[src/rtl/clsc_pkg.sv]
// Shared types and constants for the charlieplexed LED scan controller.
package clsc_pkg;

	typedef enum logic [2:0] {
		KIND_SCAN   = 3'd0,
		KIND_SECOND = 3'd1,
		KIND_SET    = 3'd2,
		KIND_GAUGE  = 3'd3,
		KIND_CHARGE = 3'd4,
		KIND_ERROR  = 3'd5,
		KIND_INIT   = 3'd6
	} kind_t;

	typedef enum logic [2:0] {
		CFG_PIN_TABLE     = 3'd0,
		CFG_GAUGE_MODE    = 3'd1,
		CFG_POWER_LED_POS = 3'd2,
		CFG_BAR_ONE_POS   = 3'd3,
		CFG_BAR_TWO_POS   = 3'd4,
		CFG_BAR_THREE_POS = 3'd5,
		CFG_FLICKER_LIMIT = 3'd6
	} cfg_idx_t;

	localparam logic [1:0] MODE_OFF     = 2'd0;
	localparam logic [1:0] MODE_ON      = 2'd1;
	localparam logic [1:0] MODE_BLINK   = 2'd2;
	localparam logic [1:0] MODE_FLICKER = 2'd3;

	localparam logic [1:0] CODE_LOW   = 2'd0;
	localparam logic [1:0] CODE_HIGH  = 2'd1;
	localparam logic [1:0] CODE_FLOAT = 2'd2;

	localparam logic [1:0] GAUGE_POWER = 2'd1;
	localparam logic [1:0] GAUGE_BARS  = 2'd2;

	localparam int TABLE_BITS = 24;

	localparam logic [6:0] SOC_HIGH = 7'd80;
	localparam logic [6:0] SOC_LOW  = 7'd20;

	localparam logic [23:0] PIN_TABLE_RST     = 24'd0;
	localparam logic [1:0]  GAUGE_MODE_RST    = GAUGE_BARS;
	localparam logic [1:0]  POWER_LED_POS_RST = 2'd0;
	localparam logic [1:0]  BAR_ONE_POS_RST   = 2'd0;
	localparam logic [1:0]  BAR_TWO_POS_RST   = 2'd1;
	localparam logic [1:0]  BAR_THREE_POS_RST = 2'd2;
	localparam logic [7:0]  FLICKER_LIMIT_RST = 8'd30;

endpackage

[src/rtl/clsc_if.sv]
// Handshake interfaces: event words, status words and register writes.
interface clsc_cmd_if;
	logic               valid;
	logic               ready;
	logic        [2:0]  kind;
	logic        [2:0]  led;
	logic        [1:0]  mode;
	logic signed [15:0] timeout;
	logic        [6:0]  soc;
	logic               flag;

	modport source (output valid, kind, led, mode, timeout, soc, flag, input ready);
	modport sink (input valid, kind, led, mode, timeout, soc, flag, output ready);
endinterface

interface clsc_status_if;
	logic       valid;
	logic       ready;
	logic [2:0] pin_drive_enable;
	logic [2:0] pin_level;
	logic [1:0] scan_led;
	logic [7:0] led_modes;

	modport source (output valid, pin_drive_enable, pin_level, scan_led, led_modes,
		input ready);
	modport sink (input valid, pin_drive_enable, pin_level, scan_led, led_modes,
		output ready);
endinterface

interface clsc_cfg_if;
	logic        valid;
	logic        ready;
	logic [2:0]  index;
	logic [23:0] data;

	modport source (output valid, index, data, input ready);
	modport sink (input valid, index, data, output ready);
endinterface

[src/rtl/clsc_pin_decode.sv]
// Pin table lookup: drive enables and levels for one LED.
module clsc_pin_decode #(
	parameter int PIN_COUNT = 3,
	parameter int PIN_W     = 3
) (
	input  logic [23:0]      pin_table,
	input  logic [2:0]       led,
	output logic [PIN_W-1:0] drive,
	output logic [PIN_W-1:0] level
);
	import clsc_pkg::*;

	always_comb begin
		logic [7:0] pos;
		logic [1:0] code;
		drive = '0;
		level = '0;
		for (int p = 0; p < PIN_COUNT; p++) begin
			pos = 8'(2 * (int'(led) * PIN_COUNT + p));
			// slots past the end of the table float
			if (pos >= 8'(TABLE_BITS - 1)) begin
				code = CODE_FLOAT;
			end else begin
				code = 2'(pin_table >> pos);
			end
			case (code)
				CODE_LOW: begin
					drive[p] = 1'b1;
				end
				CODE_HIGH: begin
					drive[p] = 1'b1;
					level[p] = 1'b1;
				end
				default: begin
				end
			endcase
		end
	end

endmodule

[src/rtl/charlieplex_led_scan_controller.sv]
// Charlieplexed LED scan controller top level.
// Each event word passes the input stage, then the status register.
// Throughput: one event word per cycle; the input stage refills while the
// status register is read out, so stalls come only from the status side.
// Reset (arst_n low): all LEDs on with timeout 0, blink and flicker flags set,
// charging clear, scan at LED 0, pins floating, registers at their defaults.
module charlieplex_led_scan_controller #(
	parameter int NUM_LEDS     = 4,
	parameter int PIN_COUNT    = 3,
	parameter int TIMEOUT_BITS = 16
) (
	input  logic       clk,
	input  logic       arst_n,
	clsc_cfg_if.sink   cfg,
	clsc_cmd_if.sink   cmd,
	clsc_status_if.source status
);
	import clsc_pkg::*;

	localparam int PIN_W = (PIN_COUNT > 3) ? PIN_COUNT : 3;

	// configuration
	logic [23:0] pin_table_q;
	logic [1:0]  gauge_mode_q;
	logic [1:0]  power_pos_q;
	logic [1:0]  bar_one_q;
	logic [1:0]  bar_two_q;
	logic [1:0]  bar_three_q;
	logic [7:0]  flicker_limit_q;

	// input stage
	logic               valid_s1;
	kind_t              kind_s1;
	logic [2:0]         led_s1;
	logic [1:0]         mode_s1;
	logic signed [15:0] timeout_s1;
	logic [6:0]         soc_s1;
	logic               flag_s1;

	// block state; pin, served and mode registers double as the status word
	logic [1:0]                     mode_q [NUM_LEDS];
	logic signed [TIMEOUT_BITS-1:0] to_q [NUM_LEDS];
	logic                           blink_q;
	logic                           flick_q;
	logic [7:0]                     cnt_q;
	logic [2:0]                     scan_q;
	logic                           chg_q;
	logic [PIN_W-1:0]               drive_q;
	logic [PIN_W-1:0]               level_q;
	logic [2:0]                     served_q;
	logic                           res_valid_q;

	logic [1:0]                     mode_d [NUM_LEDS];
	logic signed [TIMEOUT_BITS-1:0] to_d [NUM_LEDS];
	logic                           blink_d;
	logic                           flick_d;
	logic [7:0]                     cnt_d;
	logic [2:0]                     scan_d;
	logic                           chg_d;
	logic [PIN_W-1:0]               drive_d;
	logic [PIN_W-1:0]               level_d;
	logic [2:0]                     served_d;

	logic             adv;
	logic [2:0]       scan_idx;
	logic [PIN_W-1:0] dec_drive;
	logic [PIN_W-1:0] dec_level;
	logic [7:0]       packed_modes;

	assign adv       = valid_s1 && (!res_valid_q || status.ready);
	assign cmd.ready = !valid_s1 || adv;
	assign cfg.ready = 1'b1;

	// scan pointer past the last LED wraps to zero before use
	assign scan_idx = ({1'b0, scan_q} >= 4'(NUM_LEDS)) ? 3'd0 : scan_q;

	clsc_pin_decode #(
		.PIN_COUNT(PIN_COUNT),
		.PIN_W    (PIN_W)
	) u_pin_decode (
		.pin_table(pin_table_q),
		.led      (scan_idx),
		.drive    (dec_drive),
		.level    (dec_level)
	);

	always_ff @(posedge clk or negedge arst_n) begin
		if (!arst_n) begin
			pin_table_q     <= PIN_TABLE_RST;
			gauge_mode_q    <= GAUGE_MODE_RST;
			power_pos_q     <= POWER_LED_POS_RST;
			bar_one_q       <= BAR_ONE_POS_RST;
			bar_two_q       <= BAR_TWO_POS_RST;
			bar_three_q     <= BAR_THREE_POS_RST;
			flicker_limit_q <= FLICKER_LIMIT_RST;
		end else if (cfg.valid && cfg.ready) begin
			unique case (cfg_idx_t'(cfg.index))
				CFG_PIN_TABLE:     pin_table_q     <= cfg.data;
				CFG_GAUGE_MODE:    gauge_mode_q    <= cfg.data[1:0];
				CFG_POWER_LED_POS: power_pos_q     <= cfg.data[1:0];
				CFG_BAR_ONE_POS:   bar_one_q       <= cfg.data[1:0];
				CFG_BAR_TWO_POS:   bar_two_q       <= cfg.data[1:0];
				CFG_BAR_THREE_POS: bar_three_q     <= cfg.data[1:0];
				CFG_FLICKER_LIMIT: flicker_limit_q <= cfg.data[7:0];
				default: begin
				end
			endcase
		end
	end

	always_ff @(posedge clk or negedge arst_n) begin
		if (!arst_n) begin
			valid_s1 <= 1'b0;
		end else if (cmd.ready) begin
			valid_s1 <= cmd.valid;
		end
	end

	always_ff @(posedge clk) begin
		if (cmd.valid && cmd.ready) begin
			kind_s1    <= kind_t'(cmd.kind);
			led_s1     <= cmd.led;
			mode_s1    <= cmd.mode;
			timeout_s1 <= cmd.timeout;
			soc_s1     <= cmd.soc;
			flag_s1    <= cmd.flag;
		end
	end

	always_comb begin
		logic [1:0] chg_mode;
		logic [1:0] bar_a;
		logic [1:0] bar_b;
		logic [1:0] bar_c;
		logic [1:0] sel_mode;
		logic       lit;

		mode_d   = mode_q;
		to_d     = to_q;
		blink_d  = blink_q;
		flick_d  = flick_q;
		cnt_d    = cnt_q;
		scan_d   = scan_q;
		chg_d    = chg_q;
		drive_d  = drive_q;
		level_d  = level_q;
		served_d = served_q;
		chg_mode = chg_q ? MODE_BLINK : MODE_ON;
		bar_a    = MODE_OFF;
		bar_b    = MODE_OFF;
		bar_c    = chg_mode;
		sel_mode = MODE_OFF;
		lit      = 1'b0;

		case (kind_s1)
			KIND_SCAN: begin
				if (cnt_q > flicker_limit_q) begin
					cnt_d   = 8'd0;
					flick_d = !flick_q;
				end
				for (int i = 0; i < NUM_LEDS; i++) begin
					if (scan_idx == 3'(i)) begin
						sel_mode = mode_q[i];
					end
				end
				lit = (sel_mode == MODE_ON) || (sel_mode == MODE_FLICKER && flick_d) ||
					(sel_mode == MODE_BLINK && blink_q);
				drive_d  = lit ? dec_drive : '0;
				level_d  = lit ? dec_level : '0;
				served_d = scan_idx;
				scan_d   = scan_idx + 3'd1;
				cnt_d    = cnt_d + 8'd1;
			end
			KIND_SECOND: begin
				blink_d = !blink_q;
				for (int i = 0; i < NUM_LEDS; i++) begin
					if (to_q[i] == '0) begin
						mode_d[i] = MODE_OFF;
					end else if (!to_q[i][TIMEOUT_BITS-1]) begin
						to_d[i] = to_q[i] - TIMEOUT_BITS'(1);
					end
				end
			end
			KIND_SET: begin
				for (int i = 0; i < NUM_LEDS; i++) begin
					if (led_s1 == 3'(i)) begin
						mode_d[i] = mode_s1;
						to_d[i]   = TIMEOUT_BITS'(timeout_s1);
					end
				end
			end
			KIND_GAUGE: begin
				if (soc_s1 > SOC_HIGH && !flag_s1) begin
					bar_a = chg_mode;
					bar_b = MODE_ON;
					bar_c = MODE_ON;
				end else if (soc_s1 > SOC_LOW && !flag_s1) begin
					bar_b = chg_mode;
					bar_c = MODE_ON;
				end
				for (int i = 0; i < NUM_LEDS; i++) begin
					if (gauge_mode_q == GAUGE_POWER && {1'b0, power_pos_q} == 3'(i)) begin
						mode_d[i] = chg_mode;
						to_d[i]   = '1;
					end
					// bottom bar written last so it wins on overlap
					if (gauge_mode_q == GAUGE_BARS) begin
						if ({1'b0, bar_one_q} == 3'(i)) begin
							mode_d[i] = bar_a;
							to_d[i]   = '1;
						end
						if ({1'b0, bar_two_q} == 3'(i)) begin
							mode_d[i] = bar_b;
							to_d[i]   = '1;
						end
						if ({1'b0, bar_three_q} == 3'(i)) begin
							mode_d[i] = bar_c;
							to_d[i]   = '1;
						end
					end
				end
			end
			KIND_CHARGE: begin
				chg_d = flag_s1;
			end
			KIND_ERROR: begin
				for (int i = 0; i < NUM_LEDS; i++) begin
					mode_d[i] = {1'b0, 1'(i) ^ blink_q};
				end
				blink_d = !blink_q;
			end
			KIND_INIT: begin
				for (int i = 0; i < NUM_LEDS; i++) begin
					mode_d[i] = flag_s1 ? MODE_ON : MODE_OFF;
					to_d[i]   = flag_s1 ? '0 : '1;
				end
			end
			default: begin
			end
		endcase
	end

	always_ff @(posedge clk or negedge arst_n) begin
		if (!arst_n) begin
			for (int i = 0; i < NUM_LEDS; i++) begin
				mode_q[i] <= MODE_ON;
				to_q[i]   <= '0;
			end
			blink_q     <= 1'b1;
			flick_q     <= 1'b1;
			cnt_q       <= 8'd0;
			scan_q      <= 3'd0;
			chg_q       <= 1'b0;
			drive_q     <= '0;
			level_q     <= '0;
			served_q    <= 3'd0;
			res_valid_q <= 1'b0;
		end else begin
			if (adv) begin
				mode_q   <= mode_d;
				to_q     <= to_d;
				blink_q  <= blink_d;
				flick_q  <= flick_d;
				cnt_q    <= cnt_d;
				scan_q   <= scan_d;
				chg_q    <= chg_d;
				drive_q  <= drive_d;
				level_q  <= level_d;
				served_q <= served_d;
			end
			if (adv) begin
				res_valid_q <= 1'b1;
			end else if (status.ready) begin
				res_valid_q <= 1'b0;
			end
		end
	end

	for (genvar g = 0; g < 4; g++) begin : g_pack
		if (g < NUM_LEDS) begin : g_led
			assign packed_modes[2*g +: 2] = mode_q[g];
		end else begin : g_none
			assign packed_modes[2*g +: 2] = MODE_OFF;
		end
	end

	assign status.valid            = res_valid_q;
	assign status.pin_drive_enable = drive_q[2:0];
	assign status.pin_level        = level_q[2:0];
	assign status.scan_led         = served_q[1:0];
	assign status.led_modes        = packed_modes;

endmodule

[src/flat_wrapper.sv]
// flat-port wrapper written by rule: the top's interface ports become plain ports
module charlieplex_led_scan_controller_flat import clsc_pkg::*;
#(
	parameter int NUM_LEDS     = 4,
	parameter int PIN_COUNT    = 3,
	parameter int TIMEOUT_BITS = 16
)
  (clk, arst_n, cfg_valid, cfg_index, cfg_data, cfg_ready, cmd_valid, cmd_kind, cmd_led, cmd_mode, cmd_timeout, cmd_soc, cmd_flag, cmd_ready, status_valid, status_pin_drive_enable, status_pin_level, status_scan_led, status_led_modes, status_ready);
  clsc_cfg_if cfg_i ();
  clsc_cmd_if cmd_i ();
  clsc_status_if status_i ();
  input  logic clk;
  input  logic arst_n;
  input wire logic [$bits(cfg_i.valid)-1:0] cfg_valid;
  input wire logic [$bits(cfg_i.index)-1:0] cfg_index;
  input wire logic [$bits(cfg_i.data)-1:0] cfg_data;
  output wire logic [$bits(cfg_i.ready)-1:0] cfg_ready;
  input wire logic [$bits(cmd_i.valid)-1:0] cmd_valid;
  input wire logic [$bits(cmd_i.kind)-1:0] cmd_kind;
  input wire logic [$bits(cmd_i.led)-1:0] cmd_led;
  input wire logic [$bits(cmd_i.mode)-1:0] cmd_mode;
  input wire logic [$bits(cmd_i.timeout)-1:0] cmd_timeout;
  input wire logic [$bits(cmd_i.soc)-1:0] cmd_soc;
  input wire logic [$bits(cmd_i.flag)-1:0] cmd_flag;
  output wire logic [$bits(cmd_i.ready)-1:0] cmd_ready;
  output wire logic [$bits(status_i.valid)-1:0] status_valid;
  output wire logic [$bits(status_i.pin_drive_enable)-1:0] status_pin_drive_enable;
  output wire logic [$bits(status_i.pin_level)-1:0] status_pin_level;
  output wire logic [$bits(status_i.scan_led)-1:0] status_scan_led;
  output wire logic [$bits(status_i.led_modes)-1:0] status_led_modes;
  input wire logic [$bits(status_i.ready)-1:0] status_ready;
  assign cfg_i.valid = cfg_valid;
  assign cfg_i.index = cfg_index;
  assign cfg_i.data = cfg_data;
  assign cfg_ready = cfg_i.ready;
  assign cmd_i.valid = cmd_valid;
  assign cmd_i.kind = cmd_kind;
  assign cmd_i.led = cmd_led;
  assign cmd_i.mode = cmd_mode;
  assign cmd_i.timeout = cmd_timeout;
  assign cmd_i.soc = cmd_soc;
  assign cmd_i.flag = cmd_flag;
  assign cmd_ready = cmd_i.ready;
  assign status_valid = status_i.valid;
  assign status_pin_drive_enable = status_i.pin_drive_enable;
  assign status_pin_level = status_i.pin_level;
  assign status_scan_led = status_i.scan_led;
  assign status_led_modes = status_i.led_modes;
  assign status_i.ready = status_ready;
  charlieplex_led_scan_controller #(.NUM_LEDS(NUM_LEDS), .PIN_COUNT(PIN_COUNT), .TIMEOUT_BITS(TIMEOUT_BITS)) u_core (.clk(clk), .arst_n(arst_n), .cfg(cfg_i), .cmd(cmd_i), .status(status_i));
endmodule
[config.mk]
export PLATFORM = sky130hd
export DESIGN_NAME = charlieplex_led_scan_controller_flat
export DESIGN_NICKNAME = d
export VERILOG_FILES = /design/src/rtl/clsc_pkg.sv /design/src/rtl/clsc_if.sv /design/src/rtl/clsc_pin_decode.sv /design/src/rtl/charlieplex_led_scan_controller.sv /design/src/flat_wrapper.sv
export SDC_FILE = /design/constraint.sdc
export NUM_CORES = 1
export LEC_CHECK = 0
export BUFFER_PORTS_ARGS = -buffer_cell sky130_fd_sc_hd__buf_2
export CORE_MARGIN = 1
export CORE_UTILIZATION = 60
export CTS_CLUSTER_SIZE = 25
export DETAILED_ROUTE_END_ITERATION = 16
export GPL_ROUTABILITY_DRIVEN = 1
export PLACE_DENSITY = 0.8
export SYNTH_ARGS = -nofsm -noshare
export SYNTH_HDL_FRONTEND = slang
export SYNTH_SLANG_ARGS = --single-unit
[constraint.sdc]
create_clock -name clk -period 4 [get_ports clk]
set_input_delay 0.6 -clock clk [delete_from_list [all_inputs] [get_ports clk]]
set_output_delay 0.6 -clock clk [all_outputs]
set_load 0.005 [all_outputs]
After elaboration in Yosys (flattened, before gate mapping)
Index checks and enable logic that the tools add are counted.
{"block": "totals", "elab_cells": 265, "register_bits": 170, "out_inout_bits": 19}
{"block": "op_classes", "mul": 1, "n_mux": 93, "n_reduce_logical": 63, "magnitude_cmp": 7, "shift": 3, "n_eq_ne": 54, "add_sub_neg": 8, "n_bitwise": 1}
{"operator": "2-to-1 mux 16 bit", "count": 33}
{"operator": "case mux 64 bit (4 select lines)", "count": 1}
{"operator": "2-to-1 mux 2 bit", "count": 42}
{"operator": ">> shifter 24 x 8 -> 2 bit", "count": 3}
{"operator": "zero test 16 bit", "count": 4}
{"operator": "subtractor 16 x 2 -> 16 bit, second input constant", "count": 4}
{"operator": "case mux 8 bit (5 select lines)", "count": 1}
{"operator": "AND reduction 4 bit", "count": 8}
{"operator": "equality test 3 x 2 -> 1 bit, second input constant", "count": 8}
{"operator": "greater-or-equal comparator 8 x 5 -> 1 bit, second input constant", "count": 3}
{"operator": "equality test 2 bit, second input constant", "count": 11}
{"operator": "AND reduction 2 bit", "count": 10}
{"operator": "AND reduction 5 bit", "count": 4}
{"operator": "equality test 2 x 1 -> 1 bit, second input constant", "count": 9}
{"operator": "equality test 3 bit, second input constant", "count": 6}
{"operator": "2-to-1 mux 8 bit", "count": 2}
{"operator": "inequality test 2 x 1 -> 1 bit, second input constant", "count": 8}
{"operator": "inequality test 2 bit, second input constant", "count": 8}
{"operator": "zero test 2 bit", "count": 7}
{"operator": "equality test 3 x 1 -> 1 bit, second input constant", "count": 4}
{"operator": "zero test 3 bit", "count": 4}
{"operator": "2-to-1 mux 1 bit", "count": 11}
{"operator": "logical AND 1 bit", "count": 10}
{"operator": "2-to-1 mux 3 bit", "count": 3}
{"operator": "other kinds (16)", "count": 26}

Logic depth before layout (Yosys ltp)
{"block": "logic_depth", "ltp_word": 13, "ltp_mapped": 13, "depth_no_buf": 12}

Hierarchy
A second synthesis with hierarchy kept.
{"block": "hier_totals", "cells_unflattened": 1095, "area_unflattened_um2": 10392.5}
{"module": "charlieplex_led_scan_controller", "cells_each": 1027, "seq_area_each_um2": 4430.5, "n_inst": 1, "area_per_inst_um2": 9800.6}
{"module": "clsc_pin_decode", "cells_each": 68, "seq_area_each_um2": 0.0, "n_inst": 1, "area_per_inst_um2": 591.8}

Least setup slack after synthesis
No wires, ideal clock.
{"block": "synth_path", "path_type": "register to register", "start": "register u_core.scan_q[2]", "end": "register u_core.level_q[1], in the netlist u_core.status.pin_level[1]", "synth_period_minus_slack_ps": 3005, "path_buffers": 3, "path_stages_with_launch": 14, "t_required_ps": 3877, "arrival_ps": 2883, "slack_ps": 995, "path_cell_list": "dfrtp_1 nand2b_1 clkbuf_1 ha_1 clkbuf_1 inv_1 ha_1 and3b_1 clkbuf_1 mux2i_1 a221o_1 o211ai_1 a31oi_1 o221a_2"}
{"block": "synth_via", "elab_chain_cells": 13, "word_cells_on_any_way": 26, "classes_between": "1 x add/sub; 1 x mul; 2 x order compare; 7 x eq/ne; 1 x shift; 9 x mux; 5 x reduce/logical"}
{"element": "from (decl)", "line_no": "charlieplex_led_scan_controller.sv:46", "rtl": "logic [2:0] scan_q;"}
{"element": "from (signal assigned)", "line_no": "charlieplex_led_scan_controller.sv:265", "rtl": "scan_q <= scan_d;"}
{"element": "greater-or-equal comparator 3 bit", "line_no": "charlieplex_led_scan_controller.sv:75", "rtl": "assign scan_idx = ({1'b0, scan_q} >= 4'(NUM_LEDS)) ? 3'd0 : scan_q;"}
{"element": "2-to-1 mux 3 bit *", "line_no": "charlieplex_led_scan_controller.sv:75"}
{"element": "branches (longest 10 deep; another with adder 7 x 2 -> 7 bit)"}
{"element": "2-to-1 mux 3 bit *", "line_no": "charlieplex_led_scan_controller.sv:169", "rtl": "level_d = lit ? dec_level : '0;"}
{"element": "to (signal assigned)", "line_no": "charlieplex_led_scan_controller.sv:268", "rtl": "level_q <= level_d;"}
{"element": "to (decl)", "line_no": "charlieplex_led_scan_controller.sv:49", "rtl": "logic [PIN_W-1:0] level_q;"}
Every way passes the cells marked *. The select of a mux whose other input is x is not followed.
A chain may end at the register's enable or synchronous reset.

Worst setup path after layout
{"block": "layout_path", "start": "register u_core.scan_q[0]", "end": "register u_core.level_q[1], in the netlist u_core.status.pin_level[1]"}
The elaborated chain is that of the path after synthesis.

==> impl_metrics.env <==
export IMPL_status="finished, final reports clean"
export IMPL_yosysUniqueCellTypes=98
export IMPL_grt_overflow_total=0
export IMPL_crit_type="register to register"
export IMPL_drc_errors=0
export IMPL_grt_pass1_wl_um=46200
export IMPL_crit_fanout=14
export IMPL_grt_busiest_layer="met2"
export IMPL_place_inst=1384
export IMPL_met1_usage_pct=47.2
export IMPL_cts_resized=0
export IMPL_grt_pass1_vias=8625
export IMPL_final_antenna_net_count=0
export IMPL_via_per_inst=6.65
export IMPL_cp_start_kind="register"
export IMPL_cp_required_ps=4380
export IMPL_slew_violations=0
export IMPL_htree_levels=4
export IMPL_grtUsageMet2_pct=48.7
export IMPL_die_w_um=135
export IMPL_cts_max_path_buffers=2
export IMPL_globalplace_congestion=0.929
export IMPL_cts_setup_buffers=0
export IMPL_p_per_area_mw_per_mm2=627
export IMPL_fin_skew_ps=12.5
export IMPL_design_area_mm2=0.0117
export IMPL_finalHoldViolCount=0
export IMPL_placed_cell_area_mm2=0.0111
export IMPL_holdBufCountCts=0
export IMPL_die_h_um=135
export IMPL_final_layout_size_suffix_gt1_share_pct=18.8
export IMPL_synthCells=1115
export IMPL_synth_seq_area_share_pct=41.8
export IMPL_holdWs_ps=292
export IMPL_grt_start_max_net_pins=108
export IMPL_hpwl_um=20300
export IMPL_routed_wl_um=29000
export IMPL_power_leakage_nw=4.88
export IMPL_synth_edf_count=32
export IMPL_cts_clk_slew_worst_paths_ps=70
export IMPL_portBuffers=81
export IMPL_grt_total_usage_pct=32.8
export IMPL_slowest_stage="dfrtp_1"
export IMPL_grt_setup_unrepaired="false"
export IMPL_period_share_pct=79.5
export IMPL_diodes=0
export IMPL_cts_tree="yes"
export IMPL_synthArstFlopShare_pct=81.2
export IMPL_crit_path_cell_trace="nor2b_1 > ha_1 > ha_1 > xor2_1 > mux4_2 > o2bb2ai_1 > o211ai_1 > a31oi_1 > o221a_2"
export IMPL_start_util_pct=61.3
export IMPL_period_minus_slack_ps=3180
export IMPL_clock_latency_ps=450
export IMPL_path_common_cell="ha_1"
export IMPL_die_area_mm2=0.0182
export IMPL_synthFlopType="dfrtp_1"
export IMPL_num_vias=9410
export IMPL_pin_count=83
export IMPL_cap_violations=0
export IMPL_cp_data_arrival_time_ps=3560
export IMPL_critPathMaxStageDelay_ps=570
export IMPL_cts_made_buffers=17
export IMPL_peakVddDrop_mv=0.388
export IMPL_synth_seq_cells=170
export IMPL_relSlewSlack_pct=28.0
export IMPL_first_pass_iters=6
export IMPL_setup_tns_ps=0
export IMPL_route_detailed_wl_per_inst_um=20.4
export IMPL_path_delay_family="compound AO/OA/AOI/OAI gates"
export IMPL_tightest_slew_ps=1070
export IMPL_synthToLayoutAreaGrowth_pct=10.3
export IMPL_fmax_mhz=315
export IMPL_core_area_mm2=0.0173
export IMPL_rows=48
export IMPL_netlist_area_mm2=0.0106
export IMPL_clock_sinks=170
export IMPL_worst_hold_path_type="input port to async pin"
export IMPL_synth_area_per_cell_um2=9.50
export IMPL_final_cells=1416
export IMPL_path_buf_inv=0
export IMPL_power_w=0.00733
export IMPL_drtIter0Drc=1135
export IMPL_nets=1263
export IMPL_cp_end_kind="register"
export IMPL_yosysWarnings=0
export IMPL_antenna_found_initial=0
export IMPL_use_met3_pct=6.57
export IMPL_setup_viol=0
export IMPL_ctsRootBufferMaster="clkbuf_16"
==> metrics by stage <==
step | setup slack [ps] | utilization, %
after floorplan | 995 | -
after global placement | 948 | 64.3
after detailed placement | 860 | 64.3
after CTS | 853 | 67.6
after global routing | 556 | 67.6
final | 820 | 67.6
==> kinds of logic after synthesis <==
logic type	Yosys count	share of synthesized area, %
fa+ha+maj	21	2.48
other cells	1	0.0354
xor+xnor	21	1.74
flops	170	41.8
mux	63	7.53
buf+inv	91	4.11
compound gates	358	22.6
simple gates	390	19.7
==> per-layer routing <==
metal  wire length (um)  vias up
met5                  0        -
met2              12800      448
met3               2420       73
met1              12900     4542
met4                871        0
li1                   -     4347
==> state kept, by name, summed over array words and instances (netlist names), 3 cells and up <==
name,flops
u_core.to_q,64
u_core.led_s1,3
u_core.flicker_limit_q,8
u_core.pin_table_q,24
u_core.soc_s1,7
u_core.status.pin_drive_enable,3
u_core.status.led_modes,8
u_core.scan_q,3
u_core.kind_s1,3
u_core.timeout_s1,16
u_core.cnt_q,8
u_core.status.pin_level,3
==> cell usage after synthesis, drive strengths merged, types with 7 or more instances <==
cell     number  share of area (%)
a211oi       12               0.85
a21o          9               0.64
a21oi        93                4.4
a22o         12               0.99
a2bb2oi       9               0.74
a311oi        7               0.58
a31oi        25                1.5
and2         14               0.85
and3         10               0.59
buf          14                1.1
clkbuf       38                1.5
dfrtp       125                 30
dfstp        13                3.2
edfxtp       32                9.1
ha           21                2.5
inv          38                1.3
mux2         44                4.7
mux2i        10               0.94
mux4          9                1.9
nand2        82                2.9
nand2b       24                1.4
nand3        29                1.4
nand3b        7               0.53
nand4        10               0.59
nand4b        7               0.58
nor2         95                3.4
nor2b        23                1.4
nor3         26                1.2
nor3b         9               0.64
nor4         13               0.83
o211ai       11               0.78
o21a         17                1.2
o21ai        80                3.8
o221ai        9               0.86
o22ai         7               0.41
or2           7               0.41
or4           8               0.64
xnor2        14                1.2
xor2          7               0.58
==> power breakdown <==
group / internal, W / switching (W)
clock network: 0.000867 / 0.000766
registers: 0.00226 / 0.000617
logic: 0.00128 / 0.00155
==> cells in the final DEF (no fill, tap or decap), types with 15 or more instances in the layout <==
cell type  count
dfrtp_1      125
a21oi_1       93
nor2_1        93
nand2_1       82
buf_2         80
o21ai_0       75
mux2_2        44
inv_1         38
edfxtp_1      32
nand3_1       29
nor3_1        25
a31oi_1       25
nand2b_1      24
nor2b_1       23
ha_1          21
clkbuf_16     18
o21a_1        17
buf_4         15
==> layout make-up <==
type | count | area, um^2
clock buffers | 20 | 468
multi-input cells | 855 | 5740
repair buffers | 96 | 524
clock inverters | 12 | 101
well taps | 225 | 282
fillers | 1322 | 5610
flip-flops and latches | 170 | 4430
inverters | 38 | 143
==> path summary, 6_finish.rpt <==
path                                   from                          to  slack (ps)  cells past startpoint
setup / recovery           u_core.scan_q[0]  u_core.status.pin_level[1]         820                      9
hold / removal                       arst_n             u_core.cnt_q[2]         290                      1
setup reg to reg           u_core.scan_q[0]  u_core.status.pin_level[1]         820                      9
hold reg to reg              u_core.flick_q              u_core.flick_q         500                      1
max in group asynchronous            arst_n      u_core.pin_table_q[23]        2880                      2
min in group clk                 cmd_led[0]            u_core.led_s1[0]         320                      1
No activity file was read; power rests on OpenSTA's default activity.
